$ cat config.mk
export PLATFORM = sky130hd
export DESIGN_NAME = cdv_div_cell
export DESIGN_NICKNAME = d
export VERILOG_FILES = /design/src/cdv_div_cell.sv
export SDC_FILE = /design/constraint.sdc
export NUM_CORES = 1
export LEC_CHECK = 0
export BUFFER_PORTS_ARGS = -buffer_cell sky130_fd_sc_hd__buf_2
export CAP_MARGIN = 20
export CORE_MARGIN = 2
export CORE_UTILIZATION = 26
export DETAILED_ROUTE_END_ITERATION = 10
export PLACE_DENSITY = 0.48
export SLEW_MARGIN = 20
export SYNTH_ARGS = -nofsm -noshare
export SYNTH_HDL_FRONTEND = slang
export SYNTH_SLANG_ARGS = --single-unit
$ cat constraint.sdc
create_clock -name i_clk -period 3.1 [get_ports i_clk]
set_input_delay 0.62 -clock i_clk [delete_from_list [all_inputs] [get_ports i_clk]]
set_output_delay 0.62 -clock i_clk [all_outputs]
set_load 0.01 [all_outputs]
$ cat src/cdv_div_cell.sv
`default_nettype none

module cdv_div_cell #(
    parameter int unsigned DW = 34,
    parameter int unsigned SW = 8
) (
    input  wire logic          i_clk,
    input  wire logic          i_rst_n,
    input  wire logic          i_en,
    input  wire logic          i_valid,
    input  wire logic [DW-1:0] i_div,
    input  wire logic [DW-1:0] i_rem,
    input  wire logic [31:0]   i_nq,
    input  wire logic [SW-1:0] i_side,
    output logic               o_valid,
    output logic [DW-1:0]      o_div,
    output logic [DW-1:0]      o_rem,
    output logic [31:0]        o_nq,
    output logic [SW-1:0]      o_side
);

    logic [DW:0] r2;
    logic [DW:0] rs;
    logic        ge;

    // One restoring step: numerator bits leave the top of nq, quotient bits enter below
    always_comb begin
        r2 = {i_rem, i_nq[31]};
        ge = (r2 >= {1'b0, i_div});
        rs = r2 - {1'b0, i_div};
    end

    always_ff @(posedge i_clk) begin
        if (!i_rst_n) begin
            o_valid <= 1'b0;
        end else if (i_en) begin
            o_valid <= i_valid;
        end
    end

    always_ff @(posedge i_clk) begin
        if (i_en) begin
            o_div  <= i_div;
            o_rem  <= ge ? rs[DW-1:0] : r2[DW-1:0];
            o_nq   <= {i_nq[30:0], ge};
            o_side <= i_side;
        end
    end

endmodule

`default_nettype wire

==> flow_summary.yaml <==
detailed_routing:
  vias: 4638
  final_antenna_net_count: 0
  wl_per_cell_um: 16.1
  routed_wl_mm: 16.7
  drt_iter0_drc: 129
  viasPerCell: 4.46
  firstDrtPassIters: 4
  drc: 0
cells_and_area:
  fin_nets: 905
  layout_common_cells: "219 x buf_2, 108 x edfxtp_1, 56 x nand2_1"
  final_common_cell: "buf_2"
  drive_gt1_share_pct: 39.3
  areaGrowthSynthToFinish_pct: 37.1
place:
  dp_hpwl_mm: 13.6
  gp_congestion: 0.823
  port_buffers: 220
  post-place-ws_ps: -363
synthesis:
  ys_ff_latch: 109
  synth_edf_count: 108
  syn_area_um2: 5660
  synthDistinctLibCells: 55
  synthCells: 489
  avgSynthCellArea_um2: 11.6
  syn_nets: 636
  synthArstFlopShare_pct: 0
  yosysSeqAreaShare_pct: 57.7
  synth_warnings: 0
  synth-main-ff-cell: "edfxtp_1"
floorplan:
  die_width_um: 152
  initial_core_util_pct: 26.7
  dieArea_um2: 23000
  io_pins: 221
  core_um2: 21200
  die_h_um: 152
  std_cell_rows: 53
clock_network:
  clk_pin_slew_ps: 80
  cts_root_buf: "clkbuf_16"
  tritoncts: "yes"
  cts.path.max_buffers: 2
  cts_max_level: 3
  cts_setup_buffers: 0
  cts_made_buffers: 9
  cts_sinks: 109
  clk_latency_ps: 360
critical_path:
  crit_start: "i_nq[31]"
  end_kind: "flop"
  r2r_start: "o_valid"
  crit_required_ps: 3210
  crit_type: "in -> reg"
  r2r_slack_ps: 2490
  cp_max_fo: 3
  start_kind: "input pin"
  worst_ep_arrival_time_ps: 3090
  reg2reg_to: "o_valid"
  reg2regPathDepth: 2
global_routing:
  grt_pass1_wl_mm: 24.8
  grt_max_degree: 67
  grt_pass1_vias: 4836
  track_usage_pct: 14.2
  grt-ovfl-total: 0
  grt_antenna_before_repair: 2
timing:
  hold_violations: 0
  setup_slack_ps: 118
  slew-limit-headroom_pct: 66.4
  fmax_ghz: 0.335
  drv_slew: 0
  clock_skew_ps: 0
  tightest_slew_ps: 504
  timing.final.setup_violations: 0
  period_minus_slack_ps: 2980
  finalSetupTns_ps: 0
  period_share_pct: 96.2
pwr:
  vdd_drop_max_uv: 231
  total_power_w: 0.00394
  power_density_nw_per_um2: 508
  leakage_nw: 3.47
worst_hold_path:
  hp-start: "i_nq[14]"
  min_path_cells: 1
  min_path_type: "in -> reg"
  min_to: "o_nq[15]"
flow_run:
  drv_cap: 0
status:
  outcome: "finished clean"
-- worst max path at each step --
stage | slack, ps | end | cells past startpoint
after CTS | 8 | o_rem[32] | 13
after detailed placement | -360 | o_rem[32] | 13
final | 120 | o_rem[32] | 13
after floorplan | 60 | o_rem[32] | 12
after global placement | -220 | o_rem[32] | 13
after global routing | -0.5 | o_rem[32] | 13
-- per-layer routing --
metal	GRT usage (%)	routed length, µm
met5	0	13
met4	4.81	304
met3	4.76	1630
met2	24.8	7970
met1	16.3	6770
-- worst max-delay path, cell delays in order --
cell      delay (ps)
buf_2            110
inv_1             50
ha_1             170
inv_1             60
fa_1             390
a21o_1           240
a221oi_4         290
o21ai_1          140
a21oi_1          150
o21ai_0          210
a211oi_2         310
nor4b_2           80
a311o_1          270
-- logic make-up after synthesis --
family / count (synthesis) / synth area share, %
muxes: 2 / 0.376
adders and majority gates: 35 / 7.87
AOI/OAI and AO/OA: 137 / 15.3
buffers and inverters: 58 / 4.29
DFF: 109 / 57.7
xor gates and xnor gates: 30 / 4.64
and+or+nand+nor: 118 / 9.82
-- sequential cells by signal (all words and copies together), names as in the netlist --
signal	cells
o_nq	32
o_valid	1
o_div	34
o_side	8
o_rem	34
-- timing repair --
action                                  CTS  global route
resized for setup                         0             3
hold buffers                              0             0
endpoints found under the setup margin    0             4
-- report_power, final --
part	internal (W)	switching, W
Combinational	0.000428	0.000530
Clock	0.000564	0.000575
Sequential	0.00181	0.0000366
-- synthesized netlist by cell type, drive strengths merged, types with 3 or more instances --
cell    instances  area share [%]
xnor2          12             1.9
o21a            4            0.53
ha             34             7.5
nor4            4            0.44
a31oi           4            0.44
edfxtp        108              57
o211ai          3            0.49
and2            5            0.60
nand2          56             3.7
o21bai          7            0.93
clkbuf          5            0.33
o21ai          51             4.6
nand2b          5            0.55
nor2b           4            0.44
nand4           8            0.88
a21oi          33             3.0
inv            43             2.9
nor3            4            0.35
xor2           18             2.8
nand3           4            0.35
and3            7            0.77
a21o           16             2.1
nor2           18             1.2
buf            10             1.1
-- area by class of cell --
type	instances	area, µm²
fill	2150	13500
tap	275	344
clock buffer	10	229
clock inverter	6	56.3
multi-input combinational	322	2180
timing repair buffer	273	1530
antenna	1	2.50
inverter	43	161
sequential	109	3260
-- metrics by stage --
step	cell area, µm²	cells	hold slack, ps	utilization [%]
2_1_floorplan	5660	489	538	-
3_3_place_gp	7450	1022	491	35.1
3_5_place_dp	7450	1022	519	35.1
4_1_cts	7730	1038	417	36.4
5_1_grt	7760	1038	409	36.6
6_report	7760	1039	432	36.6
No activity file was read; power rests on OpenSTA's default activity.
