**config.mk**
```make
export PLATFORM = sky130hd
export DESIGN_NAME = cdv_sqrt_cell
export DESIGN_NICKNAME = d
export VERILOG_FILES = /design/src/cdv_sqrt_cell.sv
export SDC_FILE = /design/constraint.sdc
export NUM_CORES = 1
export LEC_CHECK = 0
export BUFFER_PORTS_ARGS = -buffer_cell sky130_fd_sc_hd__buf_2
export CAP_MARGIN = 15
export CORE_MARGIN = 1.5
export CORE_UTILIZATION = 48
export CTS_CLUSTER_DIAMETER = 30
export DETAILED_ROUTE_END_ITERATION = 7
export GPL_TIMING_DRIVEN = 1
export HOLD_SLACK_MARGIN = 0.1
export PLACE_DENSITY = 0.86
export SLEW_MARGIN = 20
export SYNTH_ARGS = -nofsm -noshare
export SYNTH_HDL_FRONTEND = slang
export SYNTH_SLANG_ARGS = --single-unit
```
**constraint.sdc**
```tcl
create_clock -name i_clk -period 3.09 [get_ports i_clk]
set_input_delay 0.4635 -clock i_clk [delete_from_list [all_inputs] [get_ports i_clk]]
set_output_delay 0.4635 -clock i_clk [all_outputs]
set_load 0.05 [all_outputs]
```
**src/cdv_sqrt_cell.sv**
```systemverilog
`default_nettype none

module cdv_sqrt_cell #(
    parameter int unsigned SW = 8
) (
    input  wire logic          i_clk,
    input  wire logic          i_rst_n,
    input  wire logic          i_en,
    input  wire logic          i_valid,
    input  wire logic [63:0]   i_rad,
    input  wire logic [34:0]   i_rem,
    input  wire logic [31:0]   i_root,
    input  wire logic [SW-1:0] i_side,
    output logic               o_valid,
    output logic [63:0]        o_rad,
    output logic [34:0]        o_rem,
    output logic [31:0]        o_root,
    output logic [SW-1:0]      o_side
);

    logic [34:0] rem_sh;
    logic [34:0] trial;
    logic        ge;

    // Bring in the next two radicand bits and try one root bit
    always_comb begin
        rem_sh = {i_rem[32:0], i_rad[63:62]};
        trial  = {1'b0, i_root, 2'b01};
        ge     = (rem_sh >= trial);
    end

    always_ff @(posedge i_clk) begin
        if (!i_rst_n) begin
            o_valid <= 1'b0;
        end else if (i_en) begin
            o_valid <= i_valid;
        end
    end

    always_ff @(posedge i_clk) begin
        if (i_en) begin
            o_rad  <= {i_rad[61:0], 2'b00};
            o_rem  <= ge ? (rem_sh - trial) : rem_sh;
            o_root <= {i_root[30:0], ge};
            o_side <= i_side;
        end
    end

endmodule

`default_nettype wire

```
==> results of run 1 <==
-- area by class of cell --
cell class / instances / area (um^2)
inverters: 38 / 143
well taps: 176 / 220
diodes: 1 / 2.50
multi-input cells: 341 / 2210
flip-flops and latches: 138 / 4130
clock inverters: 13 / 168
fillers: 1021 / 4320
repair buffers: 316 / 1720
clock buffers: 19 / 433
-- worst max-delay path by stage --
| stage | cells after the start | to |
|---|---|---|
| after floorplan | 11 | o_rem[34] |
| after global placement | 12 | o_rem[3] |
| after detailed placement | 12 | o_rem[1] |
| after CTS | 12 | o_rem[21] |
| after global routing | 12 | o_rem[32] |
| final | 11 | o_rem[32] |
-- synth_stat cells (all sizes together) (4+ instances only) --
cell type,instances
a211oi,8
a21o,14
nor2,43
nand3,12
and3,8
xor2,12
nand2b,8
clkbuf,17
a31oi,6
inv,38
nand4,7
edfxtp,137
o21a,4
xnor2,16
nand2,44
ha,34
buf,7
o21ai,21
o211ai,5
nor3,9
a21oi,51
-- per-layer routing --
layer,vias up,share of wire (%),track usage [%]
met5,-,0,0
met4,0,3.2,11.7
met3,40,8.8,7.31
met2,266,51,45.1
met1,2653,37,29.4
li1,2619,-,-
-- through the flow --
step | util [%] | cells | setup TNS (ns)
after floorplan | - | 541 | 0
after global placement | 63.1 | 1009 | -0.688
after detailed placement | 63.1 | 1009 | -1.64
after CTS | 67.6 | 1041 | 0
after global routing | 67.6 | 1041 | 0
final | 67.6 | 1042 | 0
-- where the power goes --
part           leakage, nW  switching (mW)  internal (mW)
Combinational         2.48            1.21          0.483
Sequential            1.35          0.0473           2.29
Clock                0.284           0.794           1.28
-- registers in the layout (all words and copies together) (netlist names) --
| signal | cells |
|---|---|
| o_rad | 62 |
| o_rem | 35 |
| o_root | 32 |
| o_side | 8 |
| o_valid | 1 |
-- logic make-up after synthesis --
group / count (synthesis) / synth area share, %
adders and majority gates: 34 / 6.44
DFF: 138 / 62.6
other: 1 / 0.0568
AOI/OAI and AO/OA: 132 / 12.5
muxes: 3 / 0.474
buffers and inverters: 62 / 4.02
and+or+nand+nor: 142 / 10.1
xor gates and xnor gates: 28 / 3.71
==> impl_summary.txt, run 1 <==
----------------------------------------------------
[CTS]
  # clock sinks ... 138
  Clock tree from TritonCTS ... yes
  Setup Fix Bufs, Post-CTS ... 0
  Hold-fix buffers at CTS ... 0
  Clock edge transition at the registers on the reported setup and hold paths ... ~0.060 ns
  Root Driver ... clkbuf_16
  CTS resizes ... 0
  TritonCTS buffer count ... 17
  Deepest level of the CTS H-tree ... 4
  Max Root-Sink Buffers ... 2
  Worst-Skew Late Latency ... about 0.42 ns

[Worst setup path]
  Cell family with the largest share of critical-path delay ... compound AO/OA/AOI/OAI gates
  Startpoint type of the worst setup path ... input pin
  Endpoint of the worst register-to-register path ... o_valid
  Worst Setup End Kind ... register
  Source of the critical timing path ... i_rem[5]
  Cells on worst reg2reg path ... 2
  Sum of buffers and inverters on the critical path ... 2
  Chain of cells forming the critical path ... buf_2 -> ha_1 -> a21oi_1 -> o21ai_0 -> buf_4 -> a311oi_1 -> a31oi_1 -> o21ai_0 -> a211oi_1 -> nor4_1 -> nor3_2
  Delay of the slowest cell on the worst path ... 0.43 ns
  Register-to-register path setup slack ... between 2 and 3 ns
  Req. time, crit path ... 3.25 ns
  Cell type of the slowest stage on the worst timing path ... o21ai_0
  Maximum net fanout on the critical path ... 4
  Most repeated library cell on the critical path ... o21ai_0
  Startpoint of the lowest-slack register-to-register path ... o_valid
  Critical path data arrival time ... 2.96 ns
  Kind of critical path ... in -> reg

[Global routing]
  Largest net degree at the start of global routing ... 66
  Congestion Overflow GR ... 0
  Global-route wire length before repair ... between 20000 and 30000 um
  Via count of the first global-routing pass ... ~5400
  Global-route usage over all layers ... 25.8%
  Number of antenna violations at the first check in global routing ... 1

[Placement]
  Placed standard-cell area ... 8420 um^2
  Routability-driven placement congestion ratio ... around 0.9
  Count of input and output buffers ... around 280
  DP Worst Slack ... -0.101 ns
  DP HPWL ... 14100 um

[Floorplanning]
  Die ar. ... 14500 um^2
  Starting density of the core ... 49.5%
  Number of placement rows ... 42
  Number of top-level pins ... 283
  Die X ... 120 um
  Y dimension of the die ... between 100 and 150 um
  Placeable Area ... 13300 um^2

[Synth]
  Number of enable-type register cells in the synthesized netlist ... 137
  Most used flip-flop cell after synthesis ... edfxtp_1
  Synth Area per Inst ... about 12 um^2
  Sequential-to-total area share from yosys stat ... roughly 63%
  Synth area leaders ... edfxtp_1 (62%), ha_1 (6.4%), a21oi_1 (3.9%), nand2_1 (2.4%), nor2_1 (2.4%)
  Yosys Warn Count ... 0
  Synthesized instance count ... 540
  FF+latch count, synth ... 138
  Top cell type by total area after synthesis ... edfxtp_1
  Async SR Flop Fraction ... 0%
  Yosys cell types ... 52
  Area of the mapped netlist ... 6600 um^2
  Fraction of post-synthesis cell area in the top cell type by area ... around 62%

[Worst hold path]
  Hold path start ... i_rad[11]
  Class of the tightest hold or removal check ... in -> reg
  Worst Hold Endpoint ... o_rad[13]
  Number of instances on the worst hold path ... 1

[Route]
  Routed vias/inst ... 5.35
  Antenna Violating Nets Remaining ... 0
  Via count ... 5578
  Violation count after the first detailed-route iteration ... 420
  Per-cell routed wire length ... around 18 um
  Number of remaining DRC errors ... 0
  Final wirelength ... 18700 um
  First-pass DRT Iterations ... 6

[Timing]
  Max Freq ... ~360 MHz
  Final worst setup slack ... 0.289 ns
  Post-route minimum period ... approximately 2.8 ns
  Number of failing setup endpoints in the final timing report ... 0
  Final Skew ... 0 ns
  Fin Hold WS ... 0.217 ns
  Relative slew slack ... around three fifths
  Setup repair after global routing missed its margin ... false
  Transition at the pin with the smallest max-transition slack ... 0.592 ns
  Period Utilization, post-route ... 90.7%
  Final Max Slew Viols ... 0
  Final hold viol count ... 0

[Final layout]
  Layout cells sized above 1 ... between 40 and 50%
  Final non-filler cell area ... 9030 um^2
  Most common cell after layout, fill and taps aside ... buf_2
  Final layout net count ... 1029
  Area growth from synthesis to layout ... 36.7%
  Commonest cells after routing, fill and taps aside ... buf_2 (277), edfxtp_1 (137), a21oi_1 (51), nor2_1 (43), nand2_1 (43)

[Run]
  MaxCap Viol Count ... 0

[Power and ir drop]
  Leak pwr ... 4.12 nW
  Pwr dens ... 676 nW/um^2
  Peak VDD IR ... roughly 0.33 mV
  Overall power after layout ... 6.11 mW

[Status]
  Run status ... complete, no violations

----------------------------------------------------
Note: power is estimated with default switching activity, not from simulation.
==> inputs of run 2 (changes only) <==
--- a/config.mk
+++ b/config.mk
@@ -5,10 +5,11 @@
 export SDC_FILE = /design/constraint.sdc
 export NUM_CORES = 1
 export LEC_CHECK = 0
+export ABC_AREA = 1
 export BUFFER_PORTS_ARGS = -buffer_cell sky130_fd_sc_hd__buf_2
 export CAP_MARGIN = 15
 export CORE_MARGIN = 1.5
-export CORE_UTILIZATION = 48
+export CORE_UTILIZATION = 49
 export CTS_CLUSTER_DIAMETER = 30
 export DETAILED_ROUTE_END_ITERATION = 7
 export GPL_TIMING_DRIVEN = 1
==> impl_summary.txt, run 2 <==
----------------------------------------------------
[Timing]
  Final hold viol count ... 0 (unchanged)
  Period Utilization, post-route ... 73.7% (-17 points)
  Max Freq ... 439 MHz (+23%)
  Total negative slack for setup checks ... 0 ns (unchanged)
  Final Skew ... 0 ns (unchanged)
  Relative slew slack ... 56.4% (-4.1 points)
  Final Max Slew Viols ... 0 (unchanged)
  Post-route minimum period ... 2.28 ns (-0.524 ns)
  Final worst setup slack ... 0.812 ns (+0.524 ns)
  Number of failing setup endpoints in the final timing report ... 0 (unchanged)
  Setup repair after global routing missed its margin ... false
  Transition at the pin with the smallest max-transition slack ... 0.654 ns (+0.0616 ns)

[Worst setup path]
  Maximum net fanout on the critical path ... 34 (+30)
  Cells on worst reg2reg path ... 2 (unchanged)
  Startpoint type of the worst setup path ... input pin
  Req. time, crit path ... 3.38 ns (+0.13 ns)
  Critical path data arrival time ... 2.57 ns (-0.39 ns)
  Kind of critical path ... in -> reg
  Worst Setup End Kind ... register

[Floorplanning]
  Number of top-level pins ... 283 (unchanged)
  Placeable Area ... 14500 um^2 (+8.5%)
  Starting density of the core ... 50.1% (+0.65 points)
  Die ar. ... 15500 um^2 (+7.5%)
  Number of placement rows ... 44 (+4.8%)
  Die X ... 125 um (+3.7%)
  Y dimension of the die ... 125 um (+3.7%)

[Synth]
  Most instantiated library cell after synthesis ... nand2_1
  Async SR Flop Fraction ... 0% (unchanged)
  Yosys cell types ... 28 (-46%)
  Number of enable-type register cells in the synthesized netlist ... 137 (unchanged)
  Fraction of post-synthesis cell area in the top cell type by area ... 56.7% (-5.6 points)
  Area fraction in and, or, nand and nor cells after synthesis ... 24.1% (+14 points)
  Share of the synthesized area in compound gates (AO/OA/AOI/OAI) ... 3.09% (-9.5 points)
  FF+latch count, synth ... 138 (unchanged)
  Yosys Warn Count ... 0 (unchanged)
  Xor-xnor portion of the synthesized cell area ... 2.17% (-1.5 points)
  Synth Area in Adders ... 5.86% (-0.58 points)
  Area of the mapped netlist ... 7250 um^2 (+9.9%)
  Most used flip-flop cell after synthesis ... edfxtp_1
  Synthesized instance count ... 801 (+48%)
  Cell types with the highest counts after synthesis ... nand2_1 (302), edfxtp_1 (137), inv_1 (127)
  Sequential-to-total area share from yosys stat ... 57.0% (-5.6 points)
  Synth Area per Inst ... 9.06 um^2 (-26%)
  Dominant combinational cell family by area after synthesis ... simple AND/OR/NAND/NOR gates
  Synth area leaders ... edfxtp_1 (57%), nand2_1 (16%), inv_1 (6.6%), ha_1 (5.9%), nor2_1 (3.6%)
  Top cell type by total area after synthesis ... edfxtp_1
  Share of cell area taken by muxes after synthesis ... 0% (-0.47 points)

[Route]
  Violation count after the first detailed-route iteration ... 452 (+7.6%)
  Routed vias/inst ... 4.94 (-7.6%)
  Per-cell routed wire length ... 16.7 um (-7.3%)
  Number of remaining DRC errors ... 0 (unchanged)
  Via count ... 6393 (+15%)
  Final wirelength ... 21500 um (+15%)
  Antenna Violating Nets Remaining ... 0 (unchanged)
  First-pass DRT Iterations ... 5 (-1)

[Global routing]
  Global-route usage over all layers ... 27.8% (+1.9 points)
  Congestion Overflow GR ... 0 (unchanged)
  Via count of the first global-routing pass ... 6096 (+13%)
  Global-route wire length before repair ... 32900 um (+16%)
  Number of antenna violations at the first check in global routing ... 1 (unchanged)
  Largest net degree at the start of global routing ... 71 (+7.6%)

[Final layout]
  Commonest cells after routing, fill and taps aside ... nand2_1 (302), buf_2 (277), edfxtp_1 (137), inv_1 (127), nor2_1 (70)
  Register with the most flip-flops ... o_rad
  Final layout net count ... 1273 (+24%)
  Area growth from synthesis to layout ... 30.5%
  Ant. Diodes ... 0 (-1)
  FILL cells ... 1217 (+19%)
  Layout cells sized above 1 ... 29.2% (-12 points)
  Area occupied by registers ... 4130 um^2 (unchanged)
  Largest regs ... o_rad x62, o_rem x35, o_root x32
  Final std cells w/o fill ... 1293 (+24%)
  Largest register FFs ... 62 (unchanged)
  Most common cell after layout, fill and taps aside ... nand2_1
  Multi-input gate area in the final layout ... 2570 um^2 (+16%)

[Placement]
  Placed cell count ... 1261 (+25%)
  Routability-driven placement congestion ratio ... 0.906 (-0.70%)
  DP Worst Slack ... 0.401 ns (+0.502 ns)
  DP HPWL ... 16800 um (+19%)
  Count of input and output buffers ... 278 (unchanged)

[Worst hold path]
  Number of instances on the worst hold path ... 1 (unchanged)
  Class of the tightest hold or removal check ... in -> reg

[CTS]
  TritonCTS buffer count ... 17 (unchanged)
  # clock sinks ... 138 (unchanged)
  CTS resizes ... 0 (unchanged)
  Deepest level of the CTS H-tree ... 4 (unchanged)
  Setup Fix Bufs, Post-CTS ... 0 (unchanged)
  Clock edge transition at the registers on the reported setup and hold paths ... 0.07 ns (about the same)
  Root Driver ... clkbuf_16
  Worst-Skew Late Latency ... 0.42 ns (about the same)
  Clock tree from TritonCTS ... yes
  Max Root-Sink Buffers ... 2 (unchanged)
  Hold-fix buffers at CTS ... 0 (unchanged)

[Power and ir drop]
  Peak VDD IR ... 0.335 mV (+0.21%)
  Pwr dens ... 637 nW/um^2 (-5.9%)
  Leak pwr ... 4.84 nW (+18%)
  Overall power after layout ... 6.03 mW (-1.3%)

[Status]
  Run status ... complete, no violations

[Run]
  MaxCap Viol Count ... 0 (unchanged)

----------------------------------------------------
-- run 2: cell count changes after synthesis, moves of 12 or more --
cell | previous run | this run
o21ai_0 | 20 | 7
a21oi_1 | 51 | 24
nand2_1 | 43 | 302
inv_1 | 37 | 127
xnor2_1 | 16 | 2
nor2_1 | 43 | 70
clkbuf_1 | 17 | 0
a21o_1 | 14 | 2
nand3_1 | 12 | 34
-- run 2: final timing paths --
kind	from	to	slack, ns
min	i_rad[61]	o_rad[63]	0.21
min reg2reg	o_valid	o_valid	0.58
max reg2reg	o_valid	o_valid	2.42
max	i_root[12]	o_rem[11]	0.81
-- run 2: cells by family after synthesis --
logic type                 after synthesis
and+or+nand+nor                        433
xor gates and xnor gates                18
adders and majority gates               34
DFF                                    138
other                                    1
AOI/OAI and AO/OA                       40
buffers and inverters                  137
-- run 2: critical path: stages --
cell     delay [ns]
buf_2          0.09
inv_1          0.05
ha_1           0.35
nand2_1        0.16
inv_1          0.07
nand2_1        0.06
nand2_1        0.08
a21oi_1        0.21
nand3_2        0.16
nand3_2        0.11
nand2_4        0.16
inv_4          0.35
nand2_1        0.11
nand2_1        0.10
-- run 2: through the flow --
step / hold WS (ns) / instance area [um^2] / utilization (%)
6_report: 0.214 / 9470 / 65.4
5_1_grt: 0.198 / 9470 / 65.4
4_1_cts: 0.201 / 9470 / 65.4
3_5_place_dp: 0.536 / 8850 / 61.1
3_3_place_gp: 0.527 / 8850 / 61.1
2_1_floorplan: 0.557 / 7260 / -
-- run 2: layout make-up --
cell class / instances / area share [%]
inverters: 129 / 5.14
flip-flops and latches: 138 / 43.7
multi-input cells: 527 / 27.1
clock inverters: 15 / 2.00
repair buffers: 283 / 15.2
well taps: 184 / 2.43
clock buffers: 17 / 4.49
-- run 2: layer usage --
| layer | track usage [%] | vias up | share of wire [%] |
|---|---|---|---|
| met1 | 32.8 | 2940 | 39 |
| li1 | - | 3157 | - |
| met3 | 7.39 | 39 | 7.2 |
| met5 | 0 | - | 0.019 |
| met4 | 8.92 | 2 | 2.6 |
| met2 | 49.1 | 255 | 51 |
-- run 2: power breakdown --
part           internal (mW)  switching [mW]  total (mW)  leakage, nW
Sequential              2.28          0.0461        2.32         1.35
Clock                   1.29           0.830        2.12        0.297
Combinational          0.388            1.20        1.59         3.20
